File: src/design/gas_valve_duty_sequencer_unit_assert.svh
// ----------------------------------------------------------------------------
// Gas valve duty sequencer assertion macros
// Shared concurrent assertion forms for the sequencer RTL.
// ----------------------------------------------------------------------------
`ifndef GAS_VALVE_DUTY_SEQUENCER_UNIT_ASSERT_SVH
`define GAS_VALVE_DUTY_SEQUENCER_UNIT_ASSERT_SVH

// Same-cycle implication, checked out of reset.
`define GVDS_ASSERT_IMPL(label, clk, rst_n, ante, cons, msg) \
  label: assert property (@(posedge clk) disable iff (!rst_n) (ante) |-> (cons)) \
    else $error(msg);

// Next-cycle implication, checked out of reset.
`define GVDS_ASSERT_NEXT(label, clk, rst_n, ante, cons, msg) \
  label: assert property (@(posedge clk) disable iff (!rst_n) (ante) |=> (cons)) \
    else $error(msg);

`endif

File: src/design/gvds_pkg.sv
// ----------------------------------------------------------------------------
// Gas valve duty sequencer package
// Constants, register indexes and the percentage table lookups.
// ----------------------------------------------------------------------------
`default_nettype none

package gvds_pkg;

  localparam int NUM_VALVES_DEF = 3;
  localparam int NUM_LEVELS_DEF = 28;

  localparam int ROM_LEVELS = 28;
  localparam int ROM_VALVES = 3;

  localparam logic [9:0]  FULL_PERCENT = 10'd100;
  localparam logic [15:0] CYCLE_RESET  = 16'd10000;

  // floor(x/100) = (x * ceil(2^30/100)) >> 30, exact for x below 2^23
  localparam int          RECIP_SHIFT = 30;
  localparam logic [23:0] RECIP_100   = 24'((2 ** RECIP_SHIFT + 99) / 100);

  // Register indexes on the configuration port
  localparam logic REG_CYCLE_LENGTH = 1'b0;
  localparam logic REG_AUTO_ADVANCE = 1'b1;

  typedef logic [6:0] pct_t;

  localparam pct_t PERCENT_ROM [ROM_LEVELS][ROM_VALVES] = '{
    '{7'd100, 7'd0,   7'd0  }, '{7'd83,  7'd17,  7'd0  },
    '{7'd67,  7'd33,  7'd0  }, '{7'd83,  7'd0,   7'd17 },
    '{7'd50,  7'd50,  7'd0  }, '{7'd67,  7'd17,  7'd16 },
    '{7'd33,  7'd67,  7'd0  }, '{7'd50,  7'd33,  7'd17 },
    '{7'd17,  7'd83,  7'd0  }, '{7'd67,  7'd0,   7'd33 },
    '{7'd33,  7'd50,  7'd17 }, '{7'd0,   7'd100, 7'd0  },
    '{7'd50,  7'd17,  7'd33 }, '{7'd17,  7'd67,  7'd16 },
    '{7'd34,  7'd33,  7'd33 }, '{7'd0,   7'd83,  7'd17 },
    '{7'd50,  7'd0,   7'd50 }, '{7'd17,  7'd50,  7'd33 },
    '{7'd33,  7'd17,  7'd50 }, '{7'd0,   7'd67,  7'd33 },
    '{7'd17,  7'd33,  7'd50 }, '{7'd33,  7'd0,   7'd67 },
    '{7'd0,   7'd50,  7'd50 }, '{7'd17,  7'd17,  7'd66 },
    '{7'd0,   7'd33,  7'd67 }, '{7'd17,  7'd0,   7'd83 },
    '{7'd0,   7'd17,  7'd83 }, '{7'd0,   7'd0,   7'd100}
  };

  // Open-time percentage; entries outside the table read as zero
  function automatic pct_t pct_of(input logic [4:0] level, input logic [2:0] valve);
    pct_t pct;
    pct = '0;
    if ((level < 5'(ROM_LEVELS)) && (valve < 3'(ROM_VALVES))) begin
      pct = PERCENT_ROM[level][valve[1:0]];
    end
    return pct;
  endfunction

  // Percentage pre-scaled by the reciprocal of 100 (constant table)
  function automatic logic [30:0] pct_scaled(input logic [4:0] level,
                                             input logic [2:0] valve);
    logic [30:0] scaled;
    scaled = 31'(pct_of(level, valve)) * 31'(RECIP_100);
    return scaled;
  endfunction

endpackage

`default_nettype wire

File: src/design/gas_valve_duty_sequencer_unit.sv
// A result is registered and valid in the cycle after its input transfer.
// One tick per clock unless a held result is stalled; the input is taken while
//   a result waits, as long as the result register is drained or not stalled.
// Reset (rst_n low at a clock edge): sequencer idle, all valves closed,
//   level 0, not halted, cycle_length 10000, auto_advance 1.
// ----------------------------------------------------------------------------
// Gas valve duty sequencer
// Time-proportional valve mixer: each cycle runs each valve's slot in turn.
// ----------------------------------------------------------------------------
`default_nettype none

module gas_valve_duty_sequencer_unit #(
  parameter int NUM_VALVES = gvds_pkg::NUM_VALVES_DEF,
  parameter int NUM_LEVELS = gvds_pkg::NUM_LEVELS_DEF
) (
  input  wire logic        clk,
  input  wire logic        rst_n,
  // input tick channel
  input  wire logic        in_valid,
  output logic             in_stall,
  input  wire logic [4:0]  in_requested_level,
  // result channel
  output logic             out_valid,
  input  wire logic        out_stall,
  output logic [2:0]       out_valve_open,
  output logic [1:0]       out_active_valve,
  output logic [4:0]       out_level_now,
  output logic             out_cycle_start,
  output logic             out_cycle_end,
  output logic             out_setting_error,
  output logic             out_halted,
  // configuration port
  input  wire logic        psel,
  input  wire logic        penable,
  input  wire logic        pwrite,
  input  wire logic [2:0]  paddr,
  input  wire logic [31:0] pwdata,
  output logic [31:0]      prdata,
  output logic             pready
);

  `include "gas_valve_duty_sequencer_unit_assert.svh"

  localparam int VW = (NUM_VALVES > 1) ? $clog2(NUM_VALVES) : 1;

  // --------------------------------------------------------------------------
  // Configuration registers
  // --------------------------------------------------------------------------
  logic [15:0] cycle_length_r;
  logic        auto_advance_r;
  logic        cfg_write;

  assign pready    = 1'b1;
  assign cfg_write = psel & penable & pwrite & pready;

  always_ff @(posedge clk) begin
    if (!rst_n) begin
      cycle_length_r <= gvds_pkg::CYCLE_RESET;
      auto_advance_r <= 1'b1;
    end else if (cfg_write) begin
      case (paddr[2])
        gvds_pkg::REG_CYCLE_LENGTH: cycle_length_r <= pwdata[15:0];
        gvds_pkg::REG_AUTO_ADVANCE: auto_advance_r <= pwdata[0];
        default: ;
      endcase
    end
  end

  always_comb begin
    case (paddr[2])
      gvds_pkg::REG_CYCLE_LENGTH: prdata = {16'd0, cycle_length_r};
      gvds_pkg::REG_AUTO_ADVANCE: prdata = {31'd0, auto_advance_r};
      default:                    prdata = '0;
    endcase
  end

  // --------------------------------------------------------------------------
  // Handshake: the result register decouples the two channels. Take a new
  // tick unless a held result is being stalled.
  // --------------------------------------------------------------------------
  logic out_valid_r;
  logic accept;

  assign in_stall = out_valid_r & out_stall;
  assign accept   = in_valid & ~in_stall;

  // --------------------------------------------------------------------------
  // Sequencer state
  // --------------------------------------------------------------------------
  logic [VW-1:0] slot_valve_r,     slot_valve_nxt;
  logic [15:0]   slot_countdown_r, slot_countdown_nxt;
  logic          in_cycle_r,       in_cycle_nxt;
  logic [2:0]    open_mask_r,      open_mask_nxt;
  logic [4:0]    level_r,          level_nxt;
  logic          stopped_r,        stopped_nxt;

  // result payload
  logic [2:0] res_valve_open;
  logic [1:0] res_active_valve;
  logic [4:0] res_level_now;
  logic       res_cycle_start;
  logic       res_cycle_end;
  logic       res_setting_error;
  logic       res_halted;

  // datapath intermediates
  logic [4:0]        level_cur;
  logic [4:0]        req_clamped;
  logic [9:0]        pct_sum;
  logic              sum_ok;
  gvds_pkg::pct_t    pct;
  logic [30:0]       pct_k;
  logic [46:0]       timer_prod;
  logic [16:0]       timer_raw;
  logic [15:0]       timer;
  logic [15:0]       cd_loaded;
  logic [15:0]       cd_dec;
  logic [VW:0]       valve_inc;

  // Clamp out-of-range level requests to the top level
  assign req_clamped = ({1'b0, in_requested_level} >= 6'(NUM_LEVELS)) ?
                       5'(NUM_LEVELS - 1) : in_requested_level;

  // Latch the requested level at cycle start in manual mode
  assign level_cur = (!in_cycle_r && !auto_advance_r) ? req_clamped : level_r;

  // Percentages of the cycle's level must add up to a full cycle
  always_comb begin
    pct_sum = '0;
    for (int v = 0; v < NUM_VALVES; v++) begin
      pct_sum = pct_sum + 10'(gvds_pkg::pct_of(level_cur, 3'(v)));
    end
  end
  assign sum_ok = (pct_sum == gvds_pkg::FULL_PERCENT);

  // Slot time = pct * cycle_length / 100, via a pre-scaled reciprocal
  assign pct        = gvds_pkg::pct_of(level_cur, 3'(slot_valve_r));
  assign pct_k      = gvds_pkg::pct_scaled(level_cur, 3'(slot_valve_r));
  assign timer_prod = 47'(pct_k) * 47'(cycle_length_r);
  assign timer_raw  = timer_prod[46:gvds_pkg::RECIP_SHIFT];

  always_comb begin
    if (timer_raw == '0) begin
      timer = 16'd1;
    end else if (timer_raw[16]) begin
      timer = 16'hFFFF;
    end else begin
      timer = timer_raw[15:0];
    end
  end

  // Zero-percent slot burns one tick: add one, then the shared decrement
  always_comb begin
    if (pct != '0) begin
      cd_loaded = (slot_countdown_r == '0) ? timer : slot_countdown_r;
    end else begin
      cd_loaded = slot_countdown_r + 16'd1;
    end
  end
  assign cd_dec    = cd_loaded - 16'd1;
  assign valve_inc = {1'b0, slot_valve_r} + (VW+1)'(1);

  always_comb begin
    slot_valve_nxt     = slot_valve_r;
    slot_countdown_nxt = slot_countdown_r;
    in_cycle_nxt       = in_cycle_r;
    open_mask_nxt      = open_mask_r;
    level_nxt          = level_r;
    stopped_nxt        = stopped_r;

    res_valve_open    = '0;
    res_active_valve  = 2'(slot_valve_r);
    res_level_now     = level_r;
    res_cycle_start   = 1'b0;
    res_cycle_end     = 1'b0;
    res_setting_error = 1'b0;
    res_halted        = 1'b0;

    if (stopped_r) begin
      // Halted: hold everything, report closed valves
      res_halted = 1'b1;
    end else if (!in_cycle_r && !sum_ok) begin
      // Bad table row: close all valves and halt
      level_nxt         = level_cur;
      stopped_nxt       = 1'b1;
      open_mask_nxt     = '0;
      res_level_now     = level_cur;
      res_setting_error = 1'b1;
      res_halted        = 1'b1;
    end else begin
      level_nxt          = level_cur;
      in_cycle_nxt       = 1'b1;
      res_cycle_start    = !in_cycle_r;
      res_level_now      = level_cur;
      slot_countdown_nxt = cd_dec;

      // Open the slot's valve alone when its timer is loaded
      if ((pct != '0) && (slot_countdown_r == '0)) begin
        open_mask_nxt = 3'(8'(1) << slot_valve_r);
      end

      // Slot done: advance the valve, and close the cycle after the last
      if (cd_dec == '0) begin
        slot_valve_nxt = valve_inc[VW-1:0];
        if (valve_inc >= (VW+1)'(NUM_VALVES)) begin
          slot_valve_nxt = '0;
          in_cycle_nxt   = 1'b0;
          res_cycle_end  = 1'b1;
          if (auto_advance_r) begin
            level_nxt = (level_cur >= 5'(NUM_LEVELS - 1)) ? 5'd0 : level_cur + 5'd1;
          end
        end
      end
      res_valve_open = open_mask_nxt;
    end
  end

  always_ff @(posedge clk) begin
    if (!rst_n) begin
      slot_valve_r     <= '0;
      slot_countdown_r <= '0;
      in_cycle_r       <= 1'b0;
      open_mask_r      <= '0;
      level_r          <= '0;
      stopped_r        <= 1'b0;
    end else if (accept) begin
      slot_valve_r     <= slot_valve_nxt;
      slot_countdown_r <= slot_countdown_nxt;
      in_cycle_r       <= in_cycle_nxt;
      open_mask_r      <= open_mask_nxt;
      level_r          <= level_nxt;
      stopped_r        <= stopped_nxt;
    end
  end

  // --------------------------------------------------------------------------
  // Result register: load on each input transfer, hold while stalled
  // --------------------------------------------------------------------------
  logic       out_valid_nxt;
  logic [2:0] out_valve_open_r;
  logic [1:0] out_active_valve_r;
  logic [4:0] out_level_now_r;
  logic       out_cycle_start_r;
  logic       out_cycle_end_r;
  logic       out_setting_error_r;
  logic       out_halted_r;

  assign out_valid_nxt = accept | (out_valid_r & out_stall);

  always_ff @(posedge clk) begin
    if (!rst_n) begin
      out_valid_r <= 1'b0;
    end else begin
      out_valid_r <= out_valid_nxt;
    end
  end

  always_ff @(posedge clk) begin
    if (accept) begin
      out_valve_open_r    <= res_valve_open;
      out_active_valve_r  <= res_active_valve;
      out_level_now_r     <= res_level_now;
      out_cycle_start_r   <= res_cycle_start;
      out_cycle_end_r     <= res_cycle_end;
      out_setting_error_r <= res_setting_error;
      out_halted_r        <= res_halted;
    end
  end

  assign out_valid         = out_valid_r;
  assign out_valve_open    = out_valve_open_r;
  assign out_active_valve  = out_active_valve_r;
  assign out_level_now     = out_level_now_r;
  assign out_cycle_start   = out_cycle_start_r;
  assign out_cycle_end     = out_cycle_end_r;
  assign out_setting_error = out_setting_error_r;
  assign out_halted        = out_halted_r;

  // --------------------------------------------------------------------------
  // Assertions
  // --------------------------------------------------------------------------
  `GVDS_ASSERT_NEXT(a_halt_sticky, clk, rst_n, stopped_r, stopped_r, "halt state was left")
  `GVDS_ASSERT_IMPL(a_mask_single, clk, rst_n, 1'b1, $onehot0(open_mask_r),
                    "more than one valve open")
  `GVDS_ASSERT_IMPL(a_halt_closed, clk, rst_n, out_valid_r && out_halted_r,
                    out_valve_open_r == 3'd0, "valve open while halted")
  `GVDS_ASSERT_IMPL(a_err_no_cycle, clk, rst_n, out_valid_r && out_setting_error_r,
                    !out_cycle_start_r && !out_cycle_end_r && out_halted_r,
                    "setting error mixed with cycle flags")
  `GVDS_ASSERT_NEXT(a_stopped_closed, clk, rst_n, stopped_r, open_mask_r == 3'd0,
                    "valve mask not cleared after halt")

endmodule

`default_nettype wire

File: config.mk
export PLATFORM = sky130hd
export DESIGN_NAME = gas_valve_duty_sequencer_unit
export DESIGN_NICKNAME = d
export VERILOG_FILES = /design/src/design/gvds_pkg.sv /design/src/design/gas_valve_duty_sequencer_unit.sv
export VERILOG_INCLUDE_DIRS = /design/src /design/src/design
export SDC_FILE = /design/constraint.sdc
export NUM_CORES = 1
export LEC_CHECK = 0
export ABC_AREA = 1
export BUFFER_PORTS_ARGS = -buffer_cell sky130_fd_sc_hd__buf_2
export CAP_MARGIN = 40
export CORE_MARGIN = 3
export CORE_UTILIZATION = 50
export CTS_BUF_LIST = sky130_fd_sc_hd__clkbuf_8
export CTS_CLUSTER_DIAMETER = 80
export DETAILED_ROUTE_END_ITERATION = 10
export PLACE_DENSITY = 0.74
export SLEW_MARGIN = 30
export SYNTH_ARGS = -nofsm -noshare
export SYNTH_HDL_FRONTEND = slang
export SYNTH_SLANG_ARGS = --single-unit
File: constraint.sdc
create_clock -name clk -period 40.5 [get_ports clk]
set_input_delay 4.05 -clock clk [delete_from_list [all_inputs] [get_ports clk]]
set_output_delay 4.05 -clock clk [all_outputs]
set_load 0.02 [all_outputs]
; ---- Yosys cells after proc, flatten, opt, wreduce, memory -nomap -nowiden
; Memories as Yosys holds them, arrays and structs flattened.
; Index checks and enable logic that the tools add are counted.
[totals]
ff_bits = 60
latch_bits = 0
ram_bits = 0
mem_bits_ro = 672
input_bits = 47
output_inout_bits = 49
word_cells = 94
mem_count = 1
[memory_table]
columns = name, words, word_bits, read_ports, rd_ports_with_merged_regs, write_ports, line
row1 = (no name shown), 32, 21, 1, 0, 0, gvds_pkg.sv:50  ; pct = PERCENT_ROM[level][valve[1:0]];
[op_classes]
addsub = 6
mul = 2
div_mod_pow = 0
magnitude_cmp = 7
n_eq_ne = 1
shift = 1
n_mux = 30
bitwise = 12
reduce_logical = 18
[ops]
columns = cell, n
row1 = $mux W16, 4
row2 = $pmux W32 S2, 1
row3 = $mul A31 B16 Y47, 1
row4 = $mux W21, 2
row5 = $mux W7, 6
row6 = $mux W5, 8
row7 = $logic_not A16 Y1, 2
row8 = $mul A7 B24 Y31 const B, 1
row9 = $logic_not A17 Y1, 1
row10 = $add A16 B1 Y16 const B, 1
row11 = $sub A16 B1 Y16 const B, 1
row12 = $bmux W7 S2, 1
row13 = $ge A5 B5 Y1 const B, 2
row14 = $add A8 B7 Y9, 1
row15 = $eq A9 B7 Y1 const B, 1
row16 = $add A7 B7 Y8, 1
row17 = $reduce_bool A7 Y1, 1
row18 = $ge A6 B6 Y1 const B, 1
row19 = $mux W3, 2
row20 = $not A5 Y6, 1
row21 = $reduce_and A2 Y1, 3
row22 = $add A5 B1 Y5 const B, 1
row23 = $lt A5 B5 Y1 const B, 1
row24 = $mux W1, 5
row25 = other kinds (16), 28

; ---- Depth between registers and ports, before layout
[logic_depth]
depth_word = 21
depth_mapped = 96

; ---- Worst setup path after synthesis
; OpenSTA, ideal clock, no wires.
[synth_timing]
path_type = input-to-reg
from = in in_requested_level[3]
to = reg level_r[2]
setup_ns = 0.128
arrival_time_ns = 16.651
required_time_ns = 40.372
path_slack_ns = 23.721
stages = 84
path_buffers = 2
cell_sequence = nand3_1 > nand3_1 > nand2_2 > inv_1 > ha_1 > ha_1 > inv_1 > o21ai_0 > o21ai_0 > a31oi_1 > o21ai_1 > a21o_1 > inv_1 > ha_1 > ha_1 > ha_1 > inv_1 > fa_1 > [48 not listed] > nor3b_2 > nand2_1 > a21oi_2 > ha_1 > nand2_1 > inv_1 > nand2_1 > inv_1 > nand3_1 > xor2_1 > nor2_2 > nand3_2 > nor2_8 > nand3_1 > nand2_1 > nor2_1 > nor2_1 > nor2_1
[synth_between]
elab_chain_cells = 21
[synth_lines]
columns = element, line
row1 = "start, declared", gas_valve_duty_sequencer_unit.sv:21  ; input wire logic [4:0] in_requested_level,
row2 = $ge A5 B5 Y1, gas_valve_duty_sequencer_unit.sv:121  ; assign req_clamped = ({1'b0, in_requested_level} >= 6'(NUM_LEVELS)) ?
row3 = $mux W5 (*), gas_valve_duty_sequencer_unit.sv:121
row4 = $mux W5 (*), gas_valve_duty_sequencer_unit.sv:125  ; assign level_cur = (!in_cycle_r && !auto_advance_r) ? req_clamped : level_r;
row5 = $not A5 Y6 (implied by the code), gvds_pkg.sv:50
row6 = $mem_v2 Z32 W21, --
row7 = $mux W21 (implied by the code) (2 in series), gvds_pkg.sv:50
row8 = $bmux W7 S2, gvds_pkg.sv:50
row9 = $mux W7 (implied by the code) (2 in series), gvds_pkg.sv:50
row10 = [4 not listed], --
row11 = $mux W16, gas_valve_duty_sequencer_unit.sv:143  ; if (timer_raw == '0) begin
row12 = $mux W16, gas_valve_duty_sequencer_unit.sv:155  ; cd_loaded = (slot_countdown_r == '0) ? timer : slot_countdown_r;
row13 = $mux W16 (*), gas_valve_duty_sequencer_unit.sv:154  ; if (pct != '0) begin
row14 = $sub A16 B1 Y16 (*), gas_valve_duty_sequencer_unit.sv:160  ; assign cd_dec = cd_loaded - 16'd1;
row15 = net cd_dec[0], gas_valve_duty_sequencer_unit.sv:117  ; logic [15:0] cd_dec;
row16 = $logic_not A16 Y1 (*), gas_valve_duty_sequencer_unit.sv:203  ; if (cd_dec == '0) begin
row17 = $mux W5 (*), gas_valve_duty_sequencer_unit.sv:203
row18 = $mux W5 (*), gas_valve_duty_sequencer_unit.sv:182  ; end else if (!in_cycle_r && !sum_ok) begin
row19 = "end signal, assigned", gas_valve_duty_sequencer_unit.sv:231  ; level_r <= level_nxt;
row20 = "end, declared", gas_valve_duty_sequencer_unit.sv:94  ; logic [4:0] level_r, level_nxt;
; Mark *: on every way through the listed nets, which the timed path passes. The rest lies on a longest branch. The select of a mux whose other input is x is not followed.
; A chain may end at the register's enable or synchronous reset.

; ---- Final worst setup path
[layout_timing]
from = in in_requested_level[4]
to = reg level_r[4]
; Same word-level chain as after synthesis.

==> impl_metrics.tcl <==
set metrics [dict create \
    start_util 0.510 \
    cts_root_buf "clkbuf_8" \
    cts-htree-levels 3 \
    worst_ep_arrival_time_ns 19.38 \
    critical-path-slowest-cell "fa_1" \
    syn_inst 3207 \
    startpoint_type "primary input" \
    path_delay_family "adder cells" \
    wl_per_cell_um 18.0 \
    clock_skew_ns 0.0207 \
    fin_crit_ns 19.10 \
    num_vias 20728 \
    cts_buffers 9 \
    detail-route-antenna-nets 0 \
    synth_area_um2 23300 \
    min_path_type "reg -> reg" \
    cts_buffer_depth 2 \
    synth_area_leaders "fa_1, inv_1, nand2_1" \
    core_um2 45800 \
    maxSlewViolCount 0 \
    grt_pass1_vias 20416 \
    ys_seq_area_frac 0.0575 \
    top_layer "met4" \
    rows 78 \
    synth.distinct_cells 58 \
    slew_headroom 0.399 \
    antenna_found_initial 3 \
    fin_crit_sh 0.472 \
    drtIter0Drc 1774 \
    dr_wl_met2_um 31100 \
    maxCapViolCount 0 \
    yosys_warnings 0 \
    worstSetupEndpointType "flip-flop" \
    critPathKind "in -> reg" \
    multi_input_area_um2 18700 \
    drc 0 \
    grt_pass1_wl_um 111000 \
    syn_area_per_cell_um2 7.28 \
    finalHoldViolations 0 \
    via_per_inst 5.42 \
    dr_wl_met3_um 6710 \
    numPortBuffers 60 \
    regArea_um2 1340 \
    drive_gt1_frac 0.0617 \
    cp_num_buf_inv 16 \
    worstPathRequired_ns 40.77 \
    ys.flop_type "dfxtp_1" \
    yosys_register_bits 60 \
    cts_tree "done" \
    cts_resized 0 \
    met1_length_um 27900 \
    gp_congestion 1.01 \
    synth_most_common_cell "inv_1" \
    cts_sinks 60 \
    outcome "finished clean" \
    die_height_um 222 \
    first_pass_iters 5 \
    crit_fanout 13 \
    async_flop_share 0 \
    rsz0062_at_grt "false" \
    setup_viol 0 \
    synth_edf_count 14 \
    die_w_um 222 \
    worstMarginPinSlew_ns 0.902 \
    hold_buffers 0 \
    clkTransAtPathRegs_ns 0.09 \
    routed_wl_um 68700 \
    grtUsageTotal 0.282 \
    clk_latency_ns 0.38 \
    pin_count 96 \
    crit_path_max_incr_delay_ns 0.53 \
    final_nets 3905 \
    die_area_um2 49300 \
    yosysTopAreaCell "fa_1" \
    setup_tns_ns 0 \
    grt_max_degree 31 \
    overflow 0 \
    fmax_mhz 52.3 \
    synth.top_cell.area_share 0.368 \
    dp_hpwl_um 56000 \
    synth_common_cells "inv_1, nand2_1, fa_1" \
    cts_setup_buffers 0 \
    fill_cells 4443 \
    area.growth.synth_to_final_pct 5.17 \
    cpMostUsedCell "nand2_1" \
]
layer usage:
layer  up-vias  global-route usage
met1     10001               0.380
met3       170              0.0636
met4         0               0.103
met2       926               0.446
li1       9631                   -
met5         -                   0
stage by stage:
stage	setup slack, ns	utilization	area (um2)	cells	hold slack [ns]
final	21.40	0.536	24500	3824	0.480
after global routing	20.16	0.536	24500	3823	0.497
after CTS	21.46	0.534	24400	3816	0.475
after detailed placement	21.07	0.529	24200	3800	0.460
after global placement	21.12	0.527	24100	3794	0.453
after floorplan	23.72	-	23400	3222	0.406
final cells by class:
| type | instances | share of cell area |
|---|---|---|
| Tap cell | 600 | 0.0306 |
| Inverter | 760 | 0.116 |
| Antenna cell | 1 | 0.000102 |
| Clock inverter | 7 | 0.00280 |
| Multi-Input combinational cell | 2291 | 0.762 |
| Clock buffer | 9 | 0.00505 |
| Timing Repair Buffer | 96 | 0.0280 |
| Sequential cell | 60 | 0.0548 |
state kept, by name, indices dropped and copies added (netlist names), 2 cells and up:
name / cells
out_valve_open: 3
out_active_valve: 2
slot_countdown_r: 16
out_level_now: 5
open_mask_r: 3
res_active_valve: 2
level_r: 5
cycle_length_r: 16
worst reg2reg max path: cells and delay by family (launching register included):
kind | cells | cell delay, ns
AOI/OAI and AO/OA | 16 | 3.47
adders and majority gates | 12 | 4.97
buffers and inverters | 15 | 1.99
DFF | 1 | 0.37
and+or+nand+nor | 40 | 4.99
logic make-up (layout without fill, tap and decap cells):
family / after synthesis / count (layout) / share of synthesized area
compound gates: 316 / 316 / 0.0778
xor+xnor: 26 / 26 / 0.0101
fa+ha+maj: 640 / 640 / 0.481
buf+inv: 871 / 872 / 0.144
flops: 60 / 60 / 0.0575
other cells: 2 / 18 / 0.000322
simple gates: 1292 / 1292 / 0.229
placed cells by master, fill, tap and decap left out, types with 7 or more instances in the layout:
| cell type | instances |
|---|---|
| buf_2 | 60 |
| edfxtp_1 | 14 |
| fa_1 | 429 |
| inv_1 | 742 |
| clkbuf_8 | 9 |
| buf_4 | 23 |
| nor2_1 | 325 |
| inv_2 | 8 |
| nand2_2 | 21 |
| o21ai_1 | 12 |
| nand3_1 | 119 |
| ha_1 | 211 |
| nor4_1 | 14 |
| nor3_1 | 22 |
| o21ai_0 | 99 |
| o211ai_1 | 16 |
| clkinv_1 | 10 |
| dfxtp_1 | 44 |
| a31oi_1 | 14 |
| xor2_1 | 17 |
| o21bai_1 | 9 |
| buf_8 | 7 |
| or2_2 | 29 |
| nand4_1 | 20 |
| conb_1 | 17 |
| a21oi_1 | 121 |
| nand2_1 | 723 |
| a211oi_1 | 8 |
worst paths after layout:
check,startpoint,endpoint,slack (ns),depth (start not counted)
setup / recovery,in_requested_level[4],level_r[4],21.40,84
hold reg to reg,level_r[4],level_r[4],0.48,2
setup reg to reg,in_cycle_r,level_r[4],24.59,83
hold / removal,level_r[4],level_r[4],0.48,2
Power is left out: the tool's default activity adds up to more than one toggle a clock period on the data nets, which glitch-free logic cannot reach.
